`config.mk`:
```
export PLATFORM = sky130hd
export DESIGN_NAME = first_fit_block_allocator
export DESIGN_NICKNAME = d
export VERILOG_FILES = /design/src/design/ffba_pkg.sv /design/src/design/first_fit_block_allocator.sv /design/src/design/ffba_cell.sv
export SDC_FILE = /design/constraint.sdc
export NUM_CORES = 2
export LEC_CHECK = 0
export BUFFER_PORTS_ARGS = -buffer_cell sky130_fd_sc_hd__buf_2
export CORE_MARGIN = 3
export CORE_UTILIZATION = 50
export CTS_CLUSTER_DIAMETER = 30
export CTS_CLUSTER_SIZE = 12
export DETAILED_ROUTE_END_ITERATION = 8
export GPL_TIMING_DRIVEN = 0
export PLACE_DENSITY = 0.7
export SLEW_MARGIN = 10
export SYNTH_ARGS = -nofsm -noshare
export SYNTH_HDL_FRONTEND = slang
export SYNTH_SLANG_ARGS = --single-unit
```
`constraint.sdc`:
```
create_clock -name aclk -period 4.1 [get_ports aclk]
set_clock_uncertainty 0.1 [all_clocks]
set_input_delay 1.23 -clock aclk [delete_from_list [all_inputs] [get_ports aclk]]
set_output_delay 1.23 -clock aclk [all_outputs]
set_load 0.05 [all_outputs]
```
`src/design/ffba_pkg.sv`:
```
package ffba_pkg;

    localparam int MAX_BLOCKS = 16;
    localparam int SIZE_BITS  = 16;
    localparam int ID_W       = 16;
    localparam int AMT_W      = 16;
    localparam int CNT_W      = $clog2(MAX_BLOCKS + 1);
    localparam int CMP_W      = (SIZE_BITS > AMT_W) ? SIZE_BITS : AMT_W;

    localparam logic [CMP_W-1:0] SIZE_MAX_EXT = CMP_W'((64'd1 << SIZE_BITS) - 64'd1);

    localparam logic       MODE_LOAD        = 1'b0;
    localparam logic       MODE_ALLOC       = 1'b1;
    localparam logic [1:0] ST_LOADED        = 2'd0;
    localparam logic [1:0] ST_ALLOCATED     = 2'd1;
    localparam logic [1:0] ST_NOT_ALLOCATED = 2'd2;
    localparam logic [1:0] ST_TABLE_FULL    = 2'd3;

    typedef struct packed {
        logic             mode;
        logic [ID_W-1:0]  item_id;
        logic [AMT_W-1:0] amount;
    } in_item_t;

    typedef struct packed {
        logic [ID_W-1:0] echo_id;
        logic [1:0]      status;
        logic [ID_W-1:0] granted_block;
    } out_item_t;

    // request token that ripples down the cell chain
    typedef struct packed {
        logic             active;
        logic             is_load;
        logic             done;
        logic [CNT_W-1:0] countdown;
        logic [AMT_W-1:0] amount;
        logic [ID_W-1:0]  echo_id;
        logic [1:0]       status;
        logic [ID_W-1:0]  granted;
    } token_t;

endpackage

```
`src/design/first_fit_block_allocator.sv`:
```
// Each request walks a chain of MAX_BLOCKS cells, one cell per cycle.
// A result passes through every cell register and then the output register before m_valid.
// Only one request is in flight: s_ready stays low until its result moves to the output register.
// A finished result may wait on m_ready while the next request is accepted.
// Reset (aresetn, synchronous, active low) empties the table; no clearing pass.
module first_fit_block_allocator (
    input  logic                aclk,
    input  logic                aresetn,
    input  logic                s_valid,
    output logic                s_ready,
    input  ffba_pkg::in_item_t  s_data,
    output logic                m_valid,
    input  logic                m_ready,
    output ffba_pkg::out_item_t m_data
);
    import ffba_pkg::*;

    token_t           tok [MAX_BLOCKS+1];
    token_t           tail;
    logic [CNT_W-1:0] block_count_reg;
    logic             busy_reg;
    logic             m_valid_reg;
    out_item_t        out_reg;
    logic             hold_valid_reg;
    out_item_t        hold_reg;
    logic             accept;
    logic             full;
    logic             out_free;
    out_item_t        tail_item;

    assign accept   = s_valid && s_ready;
    assign full     = (block_count_reg == CNT_W'(MAX_BLOCKS));
    assign out_free = !m_valid_reg || m_ready;

    always_comb begin
        tok[0].active    = accept;
        tok[0].is_load   = (s_data.mode == MODE_LOAD);
        tok[0].done      = (s_data.mode == MODE_LOAD) && full;
        tok[0].countdown = block_count_reg;
        tok[0].amount    = s_data.amount;
        tok[0].echo_id   = s_data.item_id;
        tok[0].granted   = '0;
        if (s_data.mode == MODE_LOAD) begin
            tok[0].status = full ? ST_TABLE_FULL : ST_LOADED;
        end else begin
            tok[0].status = ST_NOT_ALLOCATED;
        end
    end

    for (genvar i = 0; i < MAX_BLOCKS; i++) begin : g_cell
        ffba_cell u_cell (
            .aclk    (aclk),
            .aresetn (aresetn),
            .tok_in  (tok[i]),
            .tok_out (tok[i+1])
        );
    end

    assign tail      = tok[MAX_BLOCKS];
    assign tail_item = '{echo_id: tail.echo_id, status: tail.status,
                         granted_block: tail.granted};

    always_ff @(posedge aclk) begin
        if (!aresetn) begin
            block_count_reg <= '0;
            busy_reg        <= 1'b0;
            m_valid_reg     <= 1'b0;
            hold_valid_reg  <= 1'b0;
        end else begin
            if (accept) begin
                busy_reg <= 1'b1;
                if (s_data.mode == MODE_LOAD && !full) begin
                    block_count_reg <= block_count_reg + 1'b1;
                end
            end
            if (tail.active) begin
                if (out_free) begin
                    out_reg     <= tail_item;
                    m_valid_reg <= 1'b1;
                    busy_reg    <= 1'b0;
                end else begin
                    hold_reg       <= tail_item;
                    hold_valid_reg <= 1'b1;
                end
            end else if (hold_valid_reg && out_free) begin
                out_reg        <= hold_reg;
                m_valid_reg    <= 1'b1;
                hold_valid_reg <= 1'b0;
                busy_reg       <= 1'b0;
            end else if (m_valid_reg && m_ready) begin
                m_valid_reg <= 1'b0;
            end
        end
    end

    assign s_ready = !busy_reg;
    assign m_valid = m_valid_reg;
    assign m_data  = out_reg;

`ifndef NO_ASSERTIONS
    a_one_in_flight: assert property (@(posedge aclk) disable iff (!aresetn)
        accept |=> !s_ready)
        else $error("request accepted while another was in flight");

    a_grant_zero: assert property (@(posedge aclk) disable iff (!aresetn)
        m_valid && m_data.status != ST_ALLOCATED |-> m_data.granted_block == '0)
        else $error("granted_block nonzero without a grant");

    a_count_bound: assert property (@(posedge aclk) disable iff (!aresetn)
        block_count_reg <= CNT_W'(MAX_BLOCKS))
        else $error("block count beyond table size");

    a_hold_behind_out: assert property (@(posedge aclk) disable iff (!aresetn)
        hold_valid_reg |-> m_valid_reg && busy_reg)
        else $error("held result without a waiting output");
`endif

endmodule

```
`src/design/ffba_cell.sv`:
```
module ffba_cell (
    input  logic            aclk,
    input  logic            aresetn,
    input  ffba_pkg::token_t tok_in,
    output ffba_pkg::token_t tok_out
);
    import ffba_pkg::*;

    logic [ID_W-1:0]      id_reg, id_next;
    logic [SIZE_BITS-1:0] rem_reg, rem_next;
    token_t               tok_reg, tok_next;
    logic [CMP_W-1:0]     amt_ext;
    logic                 fits;
    logic                 here;

    assign amt_ext = CMP_W'(tok_in.amount);
    assign fits    = amt_ext <= CMP_W'(rem_reg);
    // countdown reaches zero at the first cell past the loaded blocks
    assign here    = (tok_in.countdown == '0);

    always_comb begin
        id_next  = id_reg;
        rem_next = rem_reg;
        tok_next = tok_in;
        if (tok_in.active && !tok_in.done) begin
            if (tok_in.is_load) begin
                if (here) begin
                    id_next       = tok_in.echo_id;
                    rem_next      = (amt_ext > SIZE_MAX_EXT) ? SIZE_BITS'(SIZE_MAX_EXT)
                                                             : SIZE_BITS'(amt_ext);
                    tok_next.done = 1'b1;
                end
            end else if (!here && fits) begin
                rem_next         = rem_reg - SIZE_BITS'(amt_ext);
                tok_next.done    = 1'b1;
                tok_next.status  = ST_ALLOCATED;
                tok_next.granted = id_reg;
            end
        end
        if (!here) begin
            tok_next.countdown = tok_in.countdown - 1'b1;
        end
    end

    always_ff @(posedge aclk) begin
        id_reg  <= id_next;
        rem_reg <= rem_next;
    end

    always_ff @(posedge aclk) begin
        if (!aresetn) begin
            tok_reg.active <= 1'b0;
        end else begin
            tok_reg <= tok_next;
        end
    end

    assign tok_out = tok_reg;

endmodule

```
==> results.tsv <==
stage	metric	value	unit
power_and_ir_drop	power.density	532.3	mW/mm^2
synthesis	ys_seq_elements	1493	
setup_path	cp_common_cell	nor4_1	
synthesis	synth_largest_area_cell	edfxtp_1	
setup_path	rr_worst_depth	10	
floorplan	num_rows	133	
clocking	post-cts-setup-buffers	0	
cells_and_area	final_common_cell	edfxtp_1	
cells_and_area	layout.cells.non_filler	7091	
power_and_ir_drop	p_leak	0.02940	uW
sta	hold_viol	0	
synthesis	yosys_most_used_dff	edfxtp_1	
cells_and_area	layout_common_cells	edfxtp_1 (1469), inv_1 (389), nand2_1 (347)	
setup_path	cp_data_required_time	4.46	ns
routing	viasPerCell	5.387	
floorplan	initial_utilization	50.53	%
placed_design	dp_slack	-1.261	ns
cells_and_area	largest_reg_flops	905	
placed_design	dp_hpwl	78620	um
synthesis	avgSynthCellArea	13.97	sq um
setup_path	startpoint_type	flip-flop	
cells_and_area	syn_to_final_growth	17.78	%
synthesis	synth_fp_nets	5094	
cells_and_area	stdcell_area	0.07844	sq mm
routing	num_vias	38196	
synthesis	synth_area	0.06660	sq mm
floorplan	die_w	371.0	um
floorplan	fp.dieArea	0.1376	sq mm
sta	setup_slack	0.2596	ns
setup_path	cp_top_family	simple AND/OR/NAND/NOR gates	
clocking	cts_buffers	278	
cells_and_area	layout-drive-gt1-share	15.83	%
placed_design	place_inst	6604	
clocking	clkSinkCount	1493	
setup_path	cp.depth	10	
setup_path	slowest_delay	0.62	ns
setup_path	crit_arrival	4.20	ns
synthesis	synthArstFlopShare	0	%
sta	tightestPinTransition	1.057	ns
floorplan	ios	73	
setup_path	worstSetupEndpointType	flip-flop	
sta	post-route-min-period	3.840	ns
sta	rsz0062_at_grt	false	
cells_and_area	final_util	59.52	%
global_routing	grt_pass1_wl	197000	um
setup_path	crit_path_max_fanout	16	
synthesis	yosysTopAreaCellShare	66.23	%
global_routing	grt.total_usage	17.60	%
synthesis	ys_seq_area_share	66.95	%
global_routing	first_global_vias	39310	
setup_path	path_class	reg -> reg	
clocking	clock_latency	0.85	ns
clocking	cts_tree	yes	
worst_hold_path	min_path_cells	0	
routing	ant_nets	0	
synthesis	ys_types	70	
routing	finalWirelength	120200	um
sta	setup_viol	0	
worst_hold_path	hold_class	reg -> reg	
clocking	clockBufferDepth	4	
run	max_cap_violations	0	
placed_design	port_buffers	71	
global_routing	grt.overflow.total	0	
routing	route.detailed.drc	0	
synthesis	netlist_instances	4769	
clocking	cts_root_buffer	clkbuf_16	
synthesis	ys_warn_count	0	
sta	timing.setup.tns	0	ns
sta	fmax	0.2604	GHz
clocking	h-tree-depth	5	
routing	drt_pass1_iterations	8	
clocking	clkSlewWorstSetupHoldPaths	0.05	ns
sta	post-route-period-util	93.67	%
setup_path	path_cells	ha_1 -> fa_1 -> nor2b_1 -> o21ai_0 -> a31oi_1 -> nor4_1 -> nor4_1 -> o31ai_1 -> buf_2 -> nand2_1	
sta	max_slew_margin	27.72	%
global_routing	antenna_found_initial	4	
power_and_ir_drop	peakVddDrop	466.4	uV
global_routing	grt_max_degree	120	
routing	wire_per_inst	16.95	um
sta	slew_viol_final	0	
placed_design	place.gp.congestion	0.8822	
setup_path	crit_buf_inv	1	
floorplan	core	0.1318	sq mm
synthesis	synthTopCellsByArea	edfxtp_1 (66%), ha_1 (5.1%), mux2_2 (4.5%)	
routing	drtIter0Drc	2345	
floorplan	die_y	371.0	um
setup_path	crit_slowest_cell	nand2_1	
cells_and_area	nets	5453	
outcome	status	finished, final reports clean	
placed_design	postPlaceCellArea	0.06941	sq mm
synthesis	synth_edf_count	1469	
==> stage by stage <==
stage	hold WS, ns	power, uW
floorplan	0.3204	19620
global placement	0.3248	20490
detailed placement	0.3290	20360
CTS	0.3198	42210
global route	0.3379	43280
finish	0.3185	41750
==> worst register-to-register path, delay by kind of cell, from the launching register on <==
| kind | cells | cell delay [ns] |
|---|---|---|
| fa+ha+maj | 2 | 0.70 |
| flops | 1 | 0.50 |
| simple gates | 4 | 1.28 |
| buf+inv | 1 | 0.26 |
| compound gates | 3 | 0.60 |
==> final timing paths <==
kind                                start                     endpoint  slack [ns]
min          g_cell[0].u_cell.tok_out[21]   g_cell[1].u_cell.id_reg[3]        0.32
max          g_cell[1].u_cell.tok_out[34]  g_cell[2].u_cell.rem_reg[4]        0.26
min reg2reg  g_cell[0].u_cell.tok_out[21]   g_cell[1].u_cell.id_reg[3]        0.32
max reg2reg  g_cell[1].u_cell.tok_out[34]  g_cell[2].u_cell.rem_reg[4]        0.26
==> cell families (layout without fill, tap and decap cells) <==
| kind of cell | count (synthesis) | count (layout) | synth area share (%) |
|---|---|---|---|
| simple gates | 1058 | 1058 | 8.056 |
| compound gates | 983 | 983 | 9.553 |
| flops | 1493 | 1493 | 66.95 |
| fa+ha+maj | 288 | 288 | 5.591 |
| other cells | 0 | 5 | 0 |
| mux | 300 | 300 | 5.063 |
| xor+xnor | 143 | 143 | 1.881 |
| buf+inv | 504 | 1066 | 2.903 |
==> cell type report <==
type,instances,area (sq um)
buffer,114,469.2
inverter,389,1460
clock buffer,333,7395
clock inverter,150,1603
antenna,5,12.51
multi-input combinational,2772,20100
fill,9851,53350
timing repair buffer,80,613.1
sequential,1493,44590
tap,1755,2196
==> report_power, final <==
group | internal, uW | switching [uW] | total (uW)
clock | 14500 | 7140 | 21600
combinational | 899 | 1290 | 2190
sequential | 17600 | 332 | 17900
total | 33000 | 8760 | 41800
==> cells in the mapped netlist (all sizes together), types with 20 or more instances <==
cell / number
nor3b: 41
ha: 272
nor2b: 66
nor3: 83
a21o: 74
inv: 389
nand3: 30
a211oi: 44
xor2: 42
nor2: 167
mux2i: 26
nand2b: 62
edfxtp: 1469
o21a: 87
o21ai: 264
nand2: 352
and2: 58
xnor2: 101
dfxtp: 24
o31ai: 87
nor4: 24
a21oi: 217
a31oi: 22
nand4: 51
buf: 33
and3: 28
or3: 24
mux2: 274
a21boi: 32
a211o: 20
clkbuf: 82
==> per-layer routing <==
| layer | wire [um] | vias to the layer above | global-route usage (%) |
|---|---|---|---|
| li1 | - | 18779 | - |
| met1 | 48580 | 18233 | 20.38 |
| met2 | 62400 | 875 | 31.81 |
| met3 | 5250 | 309 | 3.262 |
| met4 | 3938 | 0 | 7.626 |
| met5 | 0 | - | 0 |
==> repair_timing <==
action                     in CTS  in global routing
resized for setup               3                  4
hold buffers                    0                  0
setup endpoints to repair      82                 64
pin swaps                       0                  0
No activity file was read; power rests on OpenSTA's default activity.
